### src/rtl/core/epoch_seconds_to_calendar_assert.svh
// ----------------------------------------------------------------------------
// Epoch seconds to calendar: assertion macros
// Shared assertion forms for the converter modules. They expect clk_i and
// rst_ni in the scope where they are used.
// ----------------------------------------------------------------------------
`ifndef EPOCH_SECONDS_TO_CALENDAR_ASSERT_SVH
`define EPOCH_SECONDS_TO_CALENDAR_ASSERT_SVH

// The consequent must hold in the cycle after the antecedent.
`define E2C_ASSERT_NEXT(label, ante, cons) \
  label: assert property (@(posedge clk_i) disable iff (!rst_ni) (ante) |=> (cons)) \
    else $error("assertion failed");

// The consequent must hold in the same cycle as the antecedent.
`define E2C_ASSERT_SAME(label, ante, cons) \
  label: assert property (@(posedge clk_i) disable iff (!rst_ni) (ante) |-> (cons)) \
    else $error("assertion failed");

`endif

### src/rtl/core/e2cal_pkg.sv
// ----------------------------------------------------------------------------
// Epoch seconds to calendar: package
// Constants, command and status types and small calendar tables.
// ----------------------------------------------------------------------------
package e2cal_pkg;

  localparam logic [24:0] SecsCommonYear = 25'd31536000;
  localparam logic [24:0] SecsLeapYear   = 25'd31622400;
  localparam logic [16:0] SecsPerDay     = 17'd86400;
  localparam logic [11:0] SecsPerHour    = 12'd3600;
  localparam logic [5:0]  SecsPerMin     = 6'd60;
  localparam logic [11:0] EpochYear      = 12'd1970;
  localparam logic [6:0]  EpochMod100    = 7'd70;
  localparam logic [8:0]  EpochMod400    = 9'd370;
  localparam logic [2:0]  EpochWeekday   = 3'd4;
  localparam logic [3:0]  LastMonth      = 4'd11;

  // Reciprocals for 675, 225 and 15 scaled by 2^25, 2^21 and 2^14. The low
  // power-of-two factor of each divisor is shifted off before the multiply.
  localparam logic [15:0] DayRecip       = 16'd49711;
  localparam logic [13:0] HourRecip      = 14'd9321;
  localparam logic [10:0] MinRecip       = 11'd1093;

  typedef enum logic [1:0] {
    DIV_DAY  = 2'd0,
    DIV_HOUR = 2'd1,
    DIV_MIN  = 2'd2
  } div_sel_e;

  typedef struct packed {
    logic     load;
    logic     year_step;
    logic     month_step;
    logic     div_step;
    div_sel_e div_sel;
    logic     publish;
  } e2cal_cmd_t;

  typedef struct packed {
    logic year_done;
    logic month_done;
    logic out_free;
  } e2cal_sts_t;

  function automatic logic [4:0] month_days(logic [3:0] m, logic leap);
    logic [4:0] d;
    case (m)
      4'd1:                      d = leap ? 5'd29 : 5'd28;
      4'd3, 4'd5, 4'd8, 4'd10:   d = 5'd30;
      default:                   d = 5'd31;
    endcase
    return d;
  endfunction

  function automatic logic [2:0] days_mod7(logic [4:0] d);
    logic [4:0] r;
    if (d >= 5'd28) begin
      r = d - 5'd28;
    end else if (d >= 5'd21) begin
      r = d - 5'd21;
    end else if (d >= 5'd14) begin
      r = d - 5'd14;
    end else if (d >= 5'd7) begin
      r = d - 5'd7;
    end else begin
      r = d;
    end
    return r[2:0];
  endfunction

  function automatic logic [2:0] add_mod7(logic [2:0] a, logic [2:0] b);
    logic [3:0] s;
    s = {1'b0, a} + {1'b0, b};
    return (s >= 4'd7) ? 3'(s - 4'd7) : s[2:0];
  endfunction

endpackage

### src/rtl/core/e2cal_ctrl.sv
// ----------------------------------------------------------------------------
// Epoch seconds to calendar: controller
// Sequences the year, month and field-split phases and hands the finished
// result to the output register.
// ----------------------------------------------------------------------------
`include "epoch_seconds_to_calendar_assert.svh"

module e2cal_ctrl (
  input  logic                  clk_i,
  input  logic                  rst_ni,
  input  logic                  in_valid_i,
  output logic                  in_ready_o,
  input  e2cal_pkg::e2cal_sts_t sts_i,
  output e2cal_pkg::e2cal_cmd_t cmd_o
);

  typedef enum logic [6:0] {
    S_IDLE   = 7'b0000001,
    S_YEAR   = 7'b0000010,
    S_MONTH  = 7'b0000100,
    S_DAY    = 7'b0001000,
    S_HOUR   = 7'b0010000,
    S_MIN    = 7'b0100000,
    S_FINISH = 7'b1000000
  } state_e;

  state_e state_q, state_d;

  always_ff @(posedge clk_i or negedge rst_ni) begin
    if (!rst_ni) begin
      state_q <= S_IDLE;
    end else begin
      state_q <= state_d;
    end
  end

  assign in_ready_o = (state_q == S_IDLE);

  always_comb begin
    state_d = state_q;
    cmd_o   = '0;
    case (state_q)
      S_IDLE: begin
        if (in_valid_i) begin
          cmd_o.load = 1'b1;
          state_d    = S_YEAR;
        end
      end
      S_YEAR: begin
        if (sts_i.year_done) begin
          state_d = S_MONTH;
        end else begin
          cmd_o.year_step = 1'b1;
        end
      end
      S_MONTH: begin
        if (sts_i.month_done) begin
          state_d = S_DAY;
        end else begin
          cmd_o.month_step = 1'b1;
        end
      end
      S_DAY: begin
        cmd_o.div_step = 1'b1;
        cmd_o.div_sel  = e2cal_pkg::DIV_DAY;
        state_d        = S_HOUR;
      end
      S_HOUR: begin
        cmd_o.div_step = 1'b1;
        cmd_o.div_sel  = e2cal_pkg::DIV_HOUR;
        state_d        = S_MIN;
      end
      S_MIN: begin
        cmd_o.div_step = 1'b1;
        cmd_o.div_sel  = e2cal_pkg::DIV_MIN;
        state_d        = S_FINISH;
      end
      S_FINISH: begin
        if (sts_i.out_free) begin
          cmd_o.publish = 1'b1;
          state_d       = S_IDLE;
        end
      end
      default: begin
        state_d = S_IDLE;
      end
    endcase
  end

  `E2C_ASSERT_NEXT(a_load_starts_year, cmd_o.load, state_q == S_YEAR)
  `E2C_ASSERT_NEXT(a_publish_idles, cmd_o.publish, state_q == S_IDLE)
  `E2C_ASSERT_NEXT(a_min_ends_div, state_q == S_MIN, state_q == S_FINISH)

endmodule

### src/rtl/core/e2cal_dp.sv
// ----------------------------------------------------------------------------
// Epoch seconds to calendar: datapath
// Holds the remaining seconds, strips years and months by subtraction, splits
// the rest into day, hour and minute one field a cycle by reciprocal
// multiplication, and keeps the weekday as a running sum modulo seven.
// ----------------------------------------------------------------------------
`include "epoch_seconds_to_calendar_assert.svh"

module e2cal_dp (
  input  logic                  clk_i,
  input  logic                  rst_ni,
  input  e2cal_pkg::e2cal_cmd_t cmd_i,
  input  logic [31:0]           in_data_i,
  output e2cal_pkg::e2cal_sts_t sts_o,
  input  logic                  out_ready_i,
  output logic                  out_valid_o,
  output logic [47:0]           out_data_o
);

  logic [31:0] rest_q, rest_d;
  logic [11:0] year_q, year_d;
  logic [6:0]  y100_q, y100_d;
  logic [8:0]  y400_q, y400_d;
  logic [3:0]  month_q, month_d;
  logic [2:0]  wday_q, wday_d;
  logic [4:0]  day0_q, day0_d;
  logic [4:0]  hour_q, hour_d;
  logic [5:0]  minute_q, minute_d;
  logic        out_valid_q;
  logic [47:0] out_data_q;

  logic        leap;
  logic [24:0] ylen;
  logic [4:0]  mdays;
  logic [21:0] mlen;
  logic [29:0] day_prod;
  logic [4:0]  day_quo;
  logic [21:0] day_sub;
  logic [25:0] hour_prod;
  logic [4:0]  hour_quo;
  logic [16:0] hour_sub;
  logic [19:0] min_prod;
  logic [5:0]  min_quo;
  logic [11:0] min_sub;
  logic [4:0]  day;

  assign leap  = (y100_q == 7'd0) ? (y400_q == 9'd0) : (year_q[1:0] == 2'd0);
  assign ylen  = leap ? e2cal_pkg::SecsLeapYear : e2cal_pkg::SecsCommonYear;
  assign mdays = e2cal_pkg::month_days(month_q, leap);
  assign mlen  = 22'(mdays) * 22'(e2cal_pkg::SecsPerDay);

  // Day phase: rest is below 31 days. Hour phase: below one day.
  // Minute phase: below one hour.
  assign day_prod  = 30'(rest_q[21:7]) * 30'(e2cal_pkg::DayRecip);
  assign day_quo   = day_prod[29:25];
  assign day_sub   = 22'(day_quo) * 22'(e2cal_pkg::SecsPerDay);
  assign hour_prod = 26'(rest_q[16:4]) * 26'(e2cal_pkg::HourRecip);
  assign hour_quo  = hour_prod[25:21];
  assign hour_sub  = 17'(hour_quo) * 17'(e2cal_pkg::SecsPerHour);
  assign min_prod  = 20'(rest_q[11:2]) * 20'(e2cal_pkg::MinRecip);
  assign min_quo   = min_prod[19:14];
  assign min_sub   = 12'(min_quo) * 12'(e2cal_pkg::SecsPerMin);

  assign sts_o.year_done  = (rest_q < 32'(ylen));
  assign sts_o.month_done = (month_q == e2cal_pkg::LastMonth) || (rest_q < 32'(mlen));
  assign sts_o.out_free   = !out_valid_q || out_ready_i;

  always_comb begin
    rest_d   = rest_q;
    year_d   = year_q;
    y100_d   = y100_q;
    y400_d   = y400_q;
    month_d  = month_q;
    wday_d   = wday_q;
    day0_d   = day0_q;
    hour_d   = hour_q;
    minute_d = minute_q;
    if (cmd_i.load) begin
      rest_d   = in_data_i;
      year_d   = e2cal_pkg::EpochYear;
      y100_d   = e2cal_pkg::EpochMod100;
      y400_d   = e2cal_pkg::EpochMod400;
      month_d  = '0;
      wday_d   = e2cal_pkg::EpochWeekday;
      day0_d   = '0;
      hour_d   = '0;
      minute_d = '0;
    end else if (cmd_i.year_step) begin
      rest_d = rest_q - 32'(ylen);
      year_d = year_q + 12'd1;
      y100_d = (y100_q == 7'd99) ? 7'd0 : y100_q + 7'd1;
      y400_d = (y400_q == 9'd399) ? 9'd0 : y400_q + 9'd1;
      wday_d = e2cal_pkg::add_mod7(wday_q, leap ? 3'd2 : 3'd1);
    end else if (cmd_i.month_step) begin
      rest_d  = rest_q - 32'(mlen);
      month_d = month_q + 4'd1;
      wday_d  = e2cal_pkg::add_mod7(wday_q, e2cal_pkg::days_mod7(mdays));
    end else if (cmd_i.div_step) begin
      case (cmd_i.div_sel)
        e2cal_pkg::DIV_DAY: begin
          rest_d = rest_q - 32'(day_sub);
          day0_d = day_quo;
          wday_d = e2cal_pkg::add_mod7(wday_q, e2cal_pkg::days_mod7(day_quo));
        end
        e2cal_pkg::DIV_HOUR: begin
          rest_d = rest_q - 32'(hour_sub);
          hour_d = hour_quo;
        end
        default: begin
          rest_d   = rest_q - 32'(min_sub);
          minute_d = min_quo;
        end
      endcase
    end
  end

  always_ff @(posedge clk_i or negedge rst_ni) begin
    if (!rst_ni) begin
      month_q     <= '0;
      wday_q      <= '0;
      out_valid_q <= 1'b0;
    end else begin
      month_q <= month_d;
      wday_q  <= wday_d;
      if (cmd_i.publish) begin
        out_valid_q <= 1'b1;
      end else if (out_ready_i) begin
        out_valid_q <= 1'b0;
      end
    end
  end

  assign day = day0_q + 5'd1;

  always_ff @(posedge clk_i) begin
    rest_q   <= rest_d;
    year_q   <= year_d;
    y100_q   <= y100_d;
    y400_q   <= y400_d;
    day0_q   <= day0_d;
    hour_q   <= hour_d;
    minute_q <= minute_d;
    if (cmd_i.publish) begin
      out_data_q <= {7'd0, wday_q, rest_q[5:0], minute_q, hour_q, day,
                     month_q + 4'd1, year_q};
    end
  end

  assign out_valid_o = out_valid_q;
  assign out_data_o  = out_data_q;

  `E2C_ASSERT_SAME(a_month_in_range, 1'b1, month_q <= e2cal_pkg::LastMonth)
  `E2C_ASSERT_NEXT(a_year_advances, cmd_i.year_step, year_q == $past(year_q) + 12'd1)
  `E2C_ASSERT_NEXT(a_publish_shows, cmd_i.publish, out_valid_q)

endmodule

### src/rtl/core/epoch_seconds_to_calendar.sv
// ----------------------------------------------------------------------------
// Epoch seconds to calendar: top level
// Converts a 32-bit count of seconds since 1970-01-01 00:00:00 into the
// Gregorian date, time of day and weekday.
// ----------------------------------------------------------------------------
// One conversion runs at a time. After a transfer in, the block strips whole
// years by subtraction, then the whole months of the final year, splits off
// day, hour and minute by reciprocal multiplication, and loads the output
// register once it is free. The year subtraction loop dominates the time a
// conversion takes. The output register holds a finished result until it
// is taken, while the next input transfer is already accepted.
module epoch_seconds_to_calendar (
  input  logic        clk_i,
  input  logic        rst_ni,
  input  logic        s_axis_tvalid,
  output logic        s_axis_tready,
  input  logic [31:0] s_axis_tdata,  // [31:0] epoch_seconds
  output logic        m_axis_tvalid,
  input  logic        m_axis_tready,
  // [11:0] year, [15:12] month, [20:16] day, [25:21] hour, [31:26] minute,
  // [37:32] second, [40:38] weekday, [47:41] zero
  output logic [47:0] m_axis_tdata
);

  e2cal_pkg::e2cal_cmd_t cmd;
  e2cal_pkg::e2cal_sts_t sts;

  e2cal_ctrl u_ctrl (
    .clk_i      (clk_i),
    .rst_ni     (rst_ni),
    .in_valid_i (s_axis_tvalid),
    .in_ready_o (s_axis_tready),
    .sts_i      (sts),
    .cmd_o      (cmd)
  );

  e2cal_dp u_dp (
    .clk_i       (clk_i),
    .rst_ni      (rst_ni),
    .cmd_i       (cmd),
    .in_data_i   (s_axis_tdata),
    .sts_o       (sts),
    .out_ready_i (m_axis_tready),
    .out_valid_o (m_axis_tvalid),
    .out_data_o  (m_axis_tdata)
  );

endmodule

### config.mk
export PLATFORM = sky130hd
export DESIGN_NAME = epoch_seconds_to_calendar
export DESIGN_NICKNAME = d
export VERILOG_FILES = /design/src/rtl/core/e2cal_pkg.sv /design/src/rtl/core/e2cal_ctrl.sv /design/src/rtl/core/e2cal_dp.sv /design/src/rtl/core/epoch_seconds_to_calendar.sv
export VERILOG_INCLUDE_DIRS = /design/src /design/src/rtl/core
export SDC_FILE = /design/constraint.sdc
export NUM_CORES = 1
export LEC_CHECK = 0
export BUFFER_PORTS_ARGS = -buffer_cell sky130_fd_sc_hd__buf_4
export CAP_MARGIN = 20
export CORE_AREA = 2 2 234 236
export DETAILED_ROUTE_END_ITERATION = 10
export DIE_AREA = 0 0 236 238
export PLACE_DENSITY = 0.59
export SYNTH_ARGS = -nofsm -noshare
export SYNTH_HDL_FRONTEND = slang
export SYNTH_SLANG_ARGS = --single-unit
### constraint.sdc
create_clock -name clk_i -period 9.4 [get_ports clk_i]
set_clock_uncertainty 0.15 [all_clocks]
set_input_delay 0.94 -clock clk_i [delete_from_list [all_inputs] [get_ports clk_i]]
set_output_delay 0.94 -clock clk_i [all_outputs]
set_load 0.1 [all_outputs]
==> results of run 1 <==
## per-stage QoR
step | worst slack (ns) | utilization | cells | hold slack, ns | TNS, ns
floorplan | -0.00715 | - | 2065 | 0.250 | -0.00715
global placement | -0.157 | 0.392 | 2932 | 0.263 | -0.940
detailed placement | -0.353 | 0.392 | 2932 | 0.268 | -3.00
CTS | -0.0435 | 0.407 | 2971 | 0.172 | -0.189
global route | -0.585 | 0.416 | 2988 | 0.180 | -5.55
finish | -0.0633 | 0.416 | 2988 | 0.181 | -0.227
## critical path, delay by kind of cell, from the launching register on
| family | cells | cell delay (ns) |
|---|---|---|
| fa+ha+maj | 12 | 4.23 |
| compound gates | 12 | 2.35 |
| simple gates | 9 | 1.03 |
| buf+inv | 7 | 0.49 |
| flops | 1 | 0.45 |
| xor+xnor | 3 | 0.44 |
## synth_stat cells (all sizes together), types with 8 or more instances
library cell	n	area share
a211o	10	0.0047
a211oi	16	0.0067
a21o	31	0.013
a21oi	118	0.032
a221oi	12	0.0057
a31oi	31	0.010
and2	10	0.0034
and3	18	0.0061
buf	16	0.0047
clkbuf	36	0.0073
dfrtp	14	0.019
dfxtp	44	0.047
edfxtp	73	0.12
fa	116	0.13
ha	408	0.28
inv	286	0.058
nand2	143	0.029
nand2b	17	0.0057
nand3	41	0.011
nand4	17	0.0057
nor2	134	0.027
nor2b	20	0.0067
nor3	25	0.0067
nor4	8	0.0027
o211ai	14	0.0057
o21a	24	0.0097
o21ai	101	0.027
o21bai	13	0.0053
o22ai	8	0.0027
o31a	8	0.0038
o31ai	8	0.0032
or3	11	0.0037
xnor2	83	0.040
xor2	48	0.023
## worst max-delay path by stage
stage,depth (start not counted),start,endpoint,slack [ns]
2_1_floorplan,44,u_dp.rest_q[21]$_DFFE_PP_,u_dp.rest_q[29]$_DFFE_PP_,-0.007
3_5_place_dp,46,u_dp.rest_q[21]$_DFFE_PP_,u_dp.rest_q[24]$_DFFE_PP_,-0.35
6_report,43,u_dp.rest_q[13]$_DFFE_PP_,u_dp.rest_q[26]$_DFFE_PP_,-0.06
5_1_grt,43,u_dp.rest_q[21]$_DFFE_PP_,u_dp.rest_q[26]$_DFFE_PP_,-0.58
3_3_place_gp,46,u_dp.rest_q[21]$_DFFE_PP_,u_dp.rest_q[26]$_DFFE_PP_,-0.16
4_1_cts,43,u_dp.rest_q[19]$_DFFE_PP_,u_dp.rest_q[23]$_DFFE_PP_,-0.04
## logic make-up (layout without fill, tap and decap cells)
family                   Yosys count  after routing  share of synthesized area
AND/OR/NAND/NOR                  471            471                      0.119
other                              1              8                   0.000202
XOR/XNOR                         131            131                     0.0622
AO/OA/AOI/OAI                    457            457                      0.160
buffers and inverters            339            566                     0.0700
flip-flops                       132            132                      0.186
multiplexers                       3              3                    0.00162
adder cells (fa/ha/maj)          524            524                      0.400
## what timing repair did
item	CTS	global route
cloned	0	0
endpoints found under the setup margin	11	18
pin swaps	38	54
setup buffers	7	21
gates resized for setup	33	89
## cell type report
cell class / count / area, um^2
fill: 5196 / 31200
multi-input combinational: 1594 / 14400
sequential: 132 / 3450
timing repair buffer: 247 / 1890
inverter: 287 / 1080
tap: 696 / 871
clock buffer: 17 / 425
clock inverter: 15 / 184
## metal layers
layer	wire [um]	up-vias	share of wire	track usage
met2	26500	451	0.48	0.343
met1	23700	7713	0.43	0.248
li1	-	7633	-	-
met4	1390	2	0.025	0.0567
met3	3070	71	0.056	0.0286
met5	8	-	0.00015	0
## flip-flops by register name (all words and copies together), names as in the netlist
register	cells
u_dp.minute_q	6
u_dp.day0_q	5
u_dp.out_data_o	41
u_dp.y400_q	9
u_dp.wday_q	3
u_dp.month_q	4
u_dp.rest_q	32
u_dp.hour_q	5
u_ctrl.state_q	7
u_dp.y100_q	7
u_dp.year_q	12
u_dp.out_valid_o	1
==> reports/qor.yml, run 1 <==
status: "finished, violations left"
violations: "negative setup slack"
critPathMaxFanout: 4
fin_crit_ns: 9.46
reg2reg_from: "u_dp.rest_q[13]$_DFFE_PP_"
tightest_slew_ns: 0.881
crit_required_ns: 9.43
die_area_um2: 56200
slowest_stage: "fa_1"
drv_slew: 0
nets: 2839
drtAntennaViolNets: 0
netlist_instances: 2058
grt_pass1_vias: 16100
setup_ws_ns: -0.0633
critical_path_class: "flip-flop to flip-flop"
clk_pin_slew_ns: 0.08
max_freq_mhz: 106
r2r_end: "u_dp.rest_q[26]$_DFFE_PP_"
antenna_found_initial: 1
drc: 0
cp_data_arrival_time_ns: 9.50
final_common_cell: "ha_1"
cts.sinks: 132
syn_area_per_cell_um2: 9.02
fp.coreArea_um2: 53500
setup_viol: 6
post-route-period-util: 1.01
end_kind: "flip-flop"
cts_tree: "yes"
r2r_cells: 43
yosys_register_bits: 132
start_kind: "flip-flop"
synth_ff_type: "edfxtp_1"
port_buffers: 78
final_cell_mix: "ha_1, inv_1, buf_4"
antenna_cells: 0
finalWirelength_mm: 54.7
syn_area_um2: 18600
grt_max_degree: 48
synth-seq-area-share: 0.186
first_pass_iters: 5
cts_buffers: 17
track_usage: 0.195
area_growth_pct: 20.0
hold_path_class: "primary input to async pin"
clockRootBuffer: "clkbuf_16"
io_pins: 86
relSlewSlack: 0.412
initialDrtViolationCount: 1062
hold_viol: 0
synth_warnings: 0
drive_gt1_frac: 0.170
max_stage_delay_ns: 0.57
rows: 85
synth_cell_types: 79
gp_congestion: 0.956
rsz0062_at_grt: "yes"
grt_first_pass_wirelength_mm: 86.6
synth-edff-count: 73
async_reset_ff_frac: 0.114
hold_buffers: 0
max_cap_viol_count: 0
via_per_inst: 5.31
placed_area_um2: 21000
start_util: 0.347
clock_latency_ns: 0.47
vias: 15900
rrSetupSlack_ns: -0.06
cts-htree-levels: 4
die_x_um: 236
wl_per_cell_um: 18.3
finalInstanceArea_um2: 22300
die_y_um: 238
overflow: 0
cts.path.max_buffers: 2
dpl.hpwl_mm: 43.1
Power of run 1 is not shown: default switching activity piles up to over one toggle a cycle in this logic, so the estimate is an artifact.
==> run 2, diff against run 1 <==
--- a/config.mk
+++ b/config.mk
@@ -6,12 +6,12 @@
 export SDC_FILE = /design/constraint.sdc
 export NUM_CORES = 1
 export LEC_CHECK = 0
-export BUFFER_PORTS_ARGS = -buffer_cell sky130_fd_sc_hd__buf_4
 export CAP_MARGIN = 20
-export CORE_AREA = 2 2 234 236
+export CORE_AREA = 2 2 179 181
 export DETAILED_ROUTE_END_ITERATION = 10
-export DIE_AREA = 0 0 236 238
-export PLACE_DENSITY = 0.59
+export DIE_AREA = 0 0 181 183
+export DONT_BUFFER_PORTS = 1
+export PLACE_DENSITY = 0.85
 export SYNTH_ARGS = -nofsm -noshare
 export SYNTH_HDL_FRONTEND = slang
 export SYNTH_SLANG_ARGS = --single-unit
==> run 2 against run 1 <==
Compared with the run above: the flow still finishes with violations (negative setup slack); first-iteration DRC count rose by 51%; wire length rose by 2.7%; critical path depth did not move; sequential share of layout area rose by 0.76 points; final area fell by 4.7%; non-clock buffer count fell by 97; core utilization rose by 26 points; via count rose by 2.9%; register-to-register slack got worse by 0.38 ns; flip-flop and latch count did not move; global-route usage rose by 13 points.
==> reports/qor.yml, run 2 (synthesis gave the netlist of run 1 again) <==
first_pass_iters: 6
fp.coreArea_um2: 31200
cp.depth: 43
grt_max_degree: 55
path_delay_family: "adder cells"
violations: "negative setup slack"
cts.sinks: 132
status: "finished, violations left"
rsz0062_at_grt: "yes"
drtAntennaViolNets: 0
cts-htree-levels: 4
setup_ws_ns: -0.445
end_kind: "flip-flop"
hold_viol: 0
finalInstanceArea_um2: 21200
cpMostUsedCell: "inv_2"
cts_tree: "yes"
cts_buffers: 17
grt_pass1_vias: 16600
rows: 65
crit_buf_inv: 9
grtUsageMet2: 0.569
area_growth_pct: 14.4
max_stage_delay_ns: 0.56
setup_viol: 14
fin_crit_ns: 9.84
tightest_slew_ns: 1.08
gp_congestion: 1.02
grt_first_pass_wirelength_mm: 85.0
clk_pin_slew_ns: 0.07
start_kind: "flip-flop"
use_met3: 0.0556
via_per_inst: 6.29
critPathMaxFanout: 5
slowest_stage: "fa_2"
drive_gt1_frac: 0.140
placed_area_um2: 19800
port_buffers: 0
drc: 0
clockRootBuffer: "clkbuf_16"
die_y_um: 183
overflow: 0
r2r_cells: 43
largest_reg_flops: 41
dpl.hpwl_mm: 40.8
grtUsageMet1: 0.389
cts.path.max_buffers: 2
die_x_um: 181
post-route-period-util: 1.05
initialDrtViolationCount: 1599
hold_path_class: "primary input to async pin"
drv_slew: 0
clock_latency_ns: 0.45
die_area_um2: 33100
track_usage: 0.324
start_util: 0.594
cp_data_arrival_time_ns: 9.85
max_freq_mhz: 102
crit_required_ns: 9.40
nets: 2742
wl_per_cell_um: 21.6
critical_path_class: "flip-flop to flip-flop"
relSlewSlack: 0.282
io_pins: 86
antenna_found_initial: 4
vias: 16300
final_cell_mix: "ha_1, inv_1, buf_4"
final_common_cell: "ha_1"
max_cap_viol_count: 0
finalWirelength_mm: 56.1
busiest_layer: "met2"
-- run 2: cell count changes in the layout (fill, tap and decap cells not counted), sizes merged --
cell / change
buf: -97
diode: +1
bufinv: -1
clkinv: -1
inv: +2
-- run 2: repair_timing --
item,CTS,global route
resized for setup,24,114
pin swaps,32,80
buffers inserted,7,27
hold buffers,0,0
endpoints found under the setup margin,13,21
-- run 2: worst reg2reg max path, delay by kind of cell (launching register included) --
family | cells | cell delay [ns]
AOI/OAI and AO/OA | 13 | 2.57
DFF | 1 | 0.44
buffers and inverters | 9 | 0.79
and+or+nand+nor | 7 | 0.88
adders and majority gates | 12 | 4.52
xor gates and xnor gates | 2 | 0.22
-- run 2: area by class of cell --
type | count | area [um^2]
multi-input cells | 1594 | 14400
clock buffers | 17 | 425
flip-flops and latches | 132 | 3450
fillers | 2245 | 10000
diodes | 1 | 2.50
clock inverters | 15 | 158
inverters | 287 | 1080
repair buffers | 150 | 1170
well taps | 402 | 503
-- run 2: path summary, 6_finish.rpt --
check                      slack [ns]                       from                       endpoint
min in group clk_i               0.28   u_dp.rest_q[1]$_DFFE_PP_  u_dp.out_data_o[33]$_DFFE_PP_
max reg2reg                     -0.44  u_dp.rest_q[20]$_DFFE_PP_      u_dp.rest_q[29]$_DFFE_PP_
min                              0.03                     rst_ni     u_dp.wday_q[1]$_DFFE_PN0P_
max in group asynchronous        8.90                     rst_ni  u_ctrl.state_q[0]$_DFFE_PN1P_
min reg2reg                      0.28   u_dp.rest_q[1]$_DFFE_PP_  u_dp.out_data_o[33]$_DFFE_PP_
max                             -0.44  u_dp.rest_q[20]$_DFFE_PP_      u_dp.rest_q[29]$_DFFE_PP_
-- run 2: metrics by stage --
step / utilization / instances / setup slack (ns) / TNS [ns] / hold slack, ns
floorplan: - / 2065 / -0.00715 / -0.00715 / 0.250
global placement: 0.635 / 2533 / -0.110 / -0.561 / 0.253
detailed placement: 0.635 / 2533 / -0.357 / -3.14 / 0.263
CTS: 0.658 / 2572 / -0.165 / -0.920 / 0.0181
global route: 0.680 / 2598 / -0.734 / -9.16 / 0.0153
finish: 0.680 / 2598 / -0.445 / -3.92 / 0.0274
-- run 2: routing by layer --
metal | vias to the layer above | wire (um)
li1 | 7451 | -
met1 | 7784 | 21000
met2 | 872 | 27200
met3 | 222 | 4890
met4 | 4 | 2990
met5 | - | 26
Power of run 2 is left out for the same reason.
==> run 3, diff against run 2 <==
--- a/config.mk
+++ b/config.mk
@@ -11,6 +11,7 @@
 export DETAILED_ROUTE_END_ITERATION = 10
 export DIE_AREA = 0 0 181 183
 export DONT_BUFFER_PORTS = 1
+export MAX_ROUTING_LAYER = met4
 export PLACE_DENSITY = 0.85
 export SYNTH_ARGS = -nofsm -noshare
 export SYNTH_HDL_FRONTEND = slang
==> run 3 against run 2 <==
Compared with the run above: the flow still finishes with violations (negative setup slack); wire length down 1.7%; cell count is 0.62% higher; critical path depth did not move; worst hold slack better by 0.0090 ns.
==> reports/qor.yml, run 3 (synthesis gave the netlist of run 1 again) <==
end_kind: "flip-flop"
clock_latency_ns: 0.44
slowest_stage: "fa_1"
violations: "negative setup slack"
crit_required_ns: 9.40
final_cell_mix: "ha_1, inv_1, buf_4"
via_per_inst: 6.21
cp_data_arrival_time_ns: 9.74
drtAntennaViolNets: 0
r2r_end: "u_dp.rest_q[29]$_DFFE_PP_"
finalInstanceArea_um2: 21400
fillers: 2215
antenna_found_initial: 2
reg2reg_from: "u_dp.rest_q[20]$_DFFE_PP_"
die_area_um2: 33100
crit_buf_inv: 9
initialDrtViolationCount: 1504
first_pass_iters: 8
cpMostUsedCell: "fa_1"
post-route-period-util: 1.04
drc: 0
max_stage_delay_ns: 0.62
fin_crit_ns: 9.74
critPathMaxFanout: 7
grt_pass1_vias: 16500
cp.depth: 43
nets: 2757
start_kind: "flip-flop"
cts_tree: "yes"
hold_viol: 0
path_delay_family: "adder cells"
clk_pin_slew_ns: 0.07
r2r_cells: 43
io_pins: 86
multi_input_area_um2: 14400
final_common_cell: "ha_1"
status: "finished, violations left"
wl_per_cell_um: 21.1
hold_buffers: 0
relSlewSlack: 0.270
critical_path_class: "flip-flop to flip-flop"
port_buffers: 0
gp_congestion: 1.04
rows: 65
overflow: 0
drive_gt1_frac: 0.143
hold_path_class: "primary input to async pin"
max_freq_mhz: 103
rsz0062_at_grt: "yes"
tightest_slew_ns: 1.10
cts-htree-levels: 4
cts.path.max_buffers: 2
cts.sinks: 132
clockRootBuffer: "clkbuf_16"
die_x_um: 181
setup_ws_ns: -0.340
max_cap_viol_count: 0
grt_max_degree: 55
largest_reg_flops: 41
grt_first_pass_wirelength_mm: 85.0
die_y_um: 183
fp.coreArea_um2: 31200
dpl.hpwl_mm: 41.3
critical_path.startpoint: "u_dp.rest_q[20]$_DFFE_PP_"
seq_area_um2: 3450
final.setup.tns_ns: -2.98
area_growth_pct: 15.1
finalWirelength_mm: 55.2
drv_slew: 0
track_usage: 0.333
start_util: 0.594
vias: 16200
placed_area_um2: 20000
setup_viol: 12
rrSetupSlack_ns: -0.34
cts_buffers: 17
-- run 3: cell type report --
class,count,share of cell area
diodes,2,0.000234
clock buffers,17,0.0199
clock inverters,15,0.00767
inverters,287,0.0507
multi-input cells,1594,0.676
flip-flops and latches,132,0.162
well taps,402,0.0235
repair buffers,165,0.0607
-- run 3: what timing repair did --
| action | in CTS | in global routing |
|---|---|---|
| buffers inserted | 9 | 20 |
| hold endpoints to repair | 0 | 0 |
| resized for setup | 35 | 98 |
| setup endpoints to repair | 12 | 19 |
| pin swaps | 50 | 65 |
-- run 3: worst max-delay path by stage --
stage | endpoint | slack [ns]
global route | u_dp.rest_q[26]$_DFFE_PP_ | -0.63
finish | u_dp.rest_q[29]$_DFFE_PP_ | -0.34
global placement | u_dp.rest_q[31]$_DFFE_PP_ | -0.12
detailed placement | u_dp.rest_q[27]$_DFFE_PP_ | -0.43
CTS | u_dp.rest_q[29]$_DFFE_PP_ | -0.17
floorplan | u_dp.rest_q[29]$_DFFE_PP_ | -0.007
-- run 3: metrics by stage --
stage | util | cells | hold slack (ns) | setup slack, ns
global route | 0.684 | 2614 | 0.0212 | -0.626
detailed placement | 0.639 | 2551 | 0.262 | -0.433
global placement | 0.639 | 2551 | 0.252 | -0.118
CTS | 0.665 | 2592 | 0.0224 | -0.166
finish | 0.684 | 2614 | 0.0364 | -0.340
floorplan | - | 2065 | 0.250 | -0.00715
-- run 3: per-layer routing --
layer | GRT usage | vias to the layer above | wire length [um]
met3 | 0.0435 | 180 | 3820
met5 | - | - | 0
met4 | 0.131 | 0 | 2470
met1 | 0.402 | 7833 | 21900
li1 | - | 7480 | -
met2 | 0.570 | 741 | 27000
Power of run 3 is left out for the same reason.
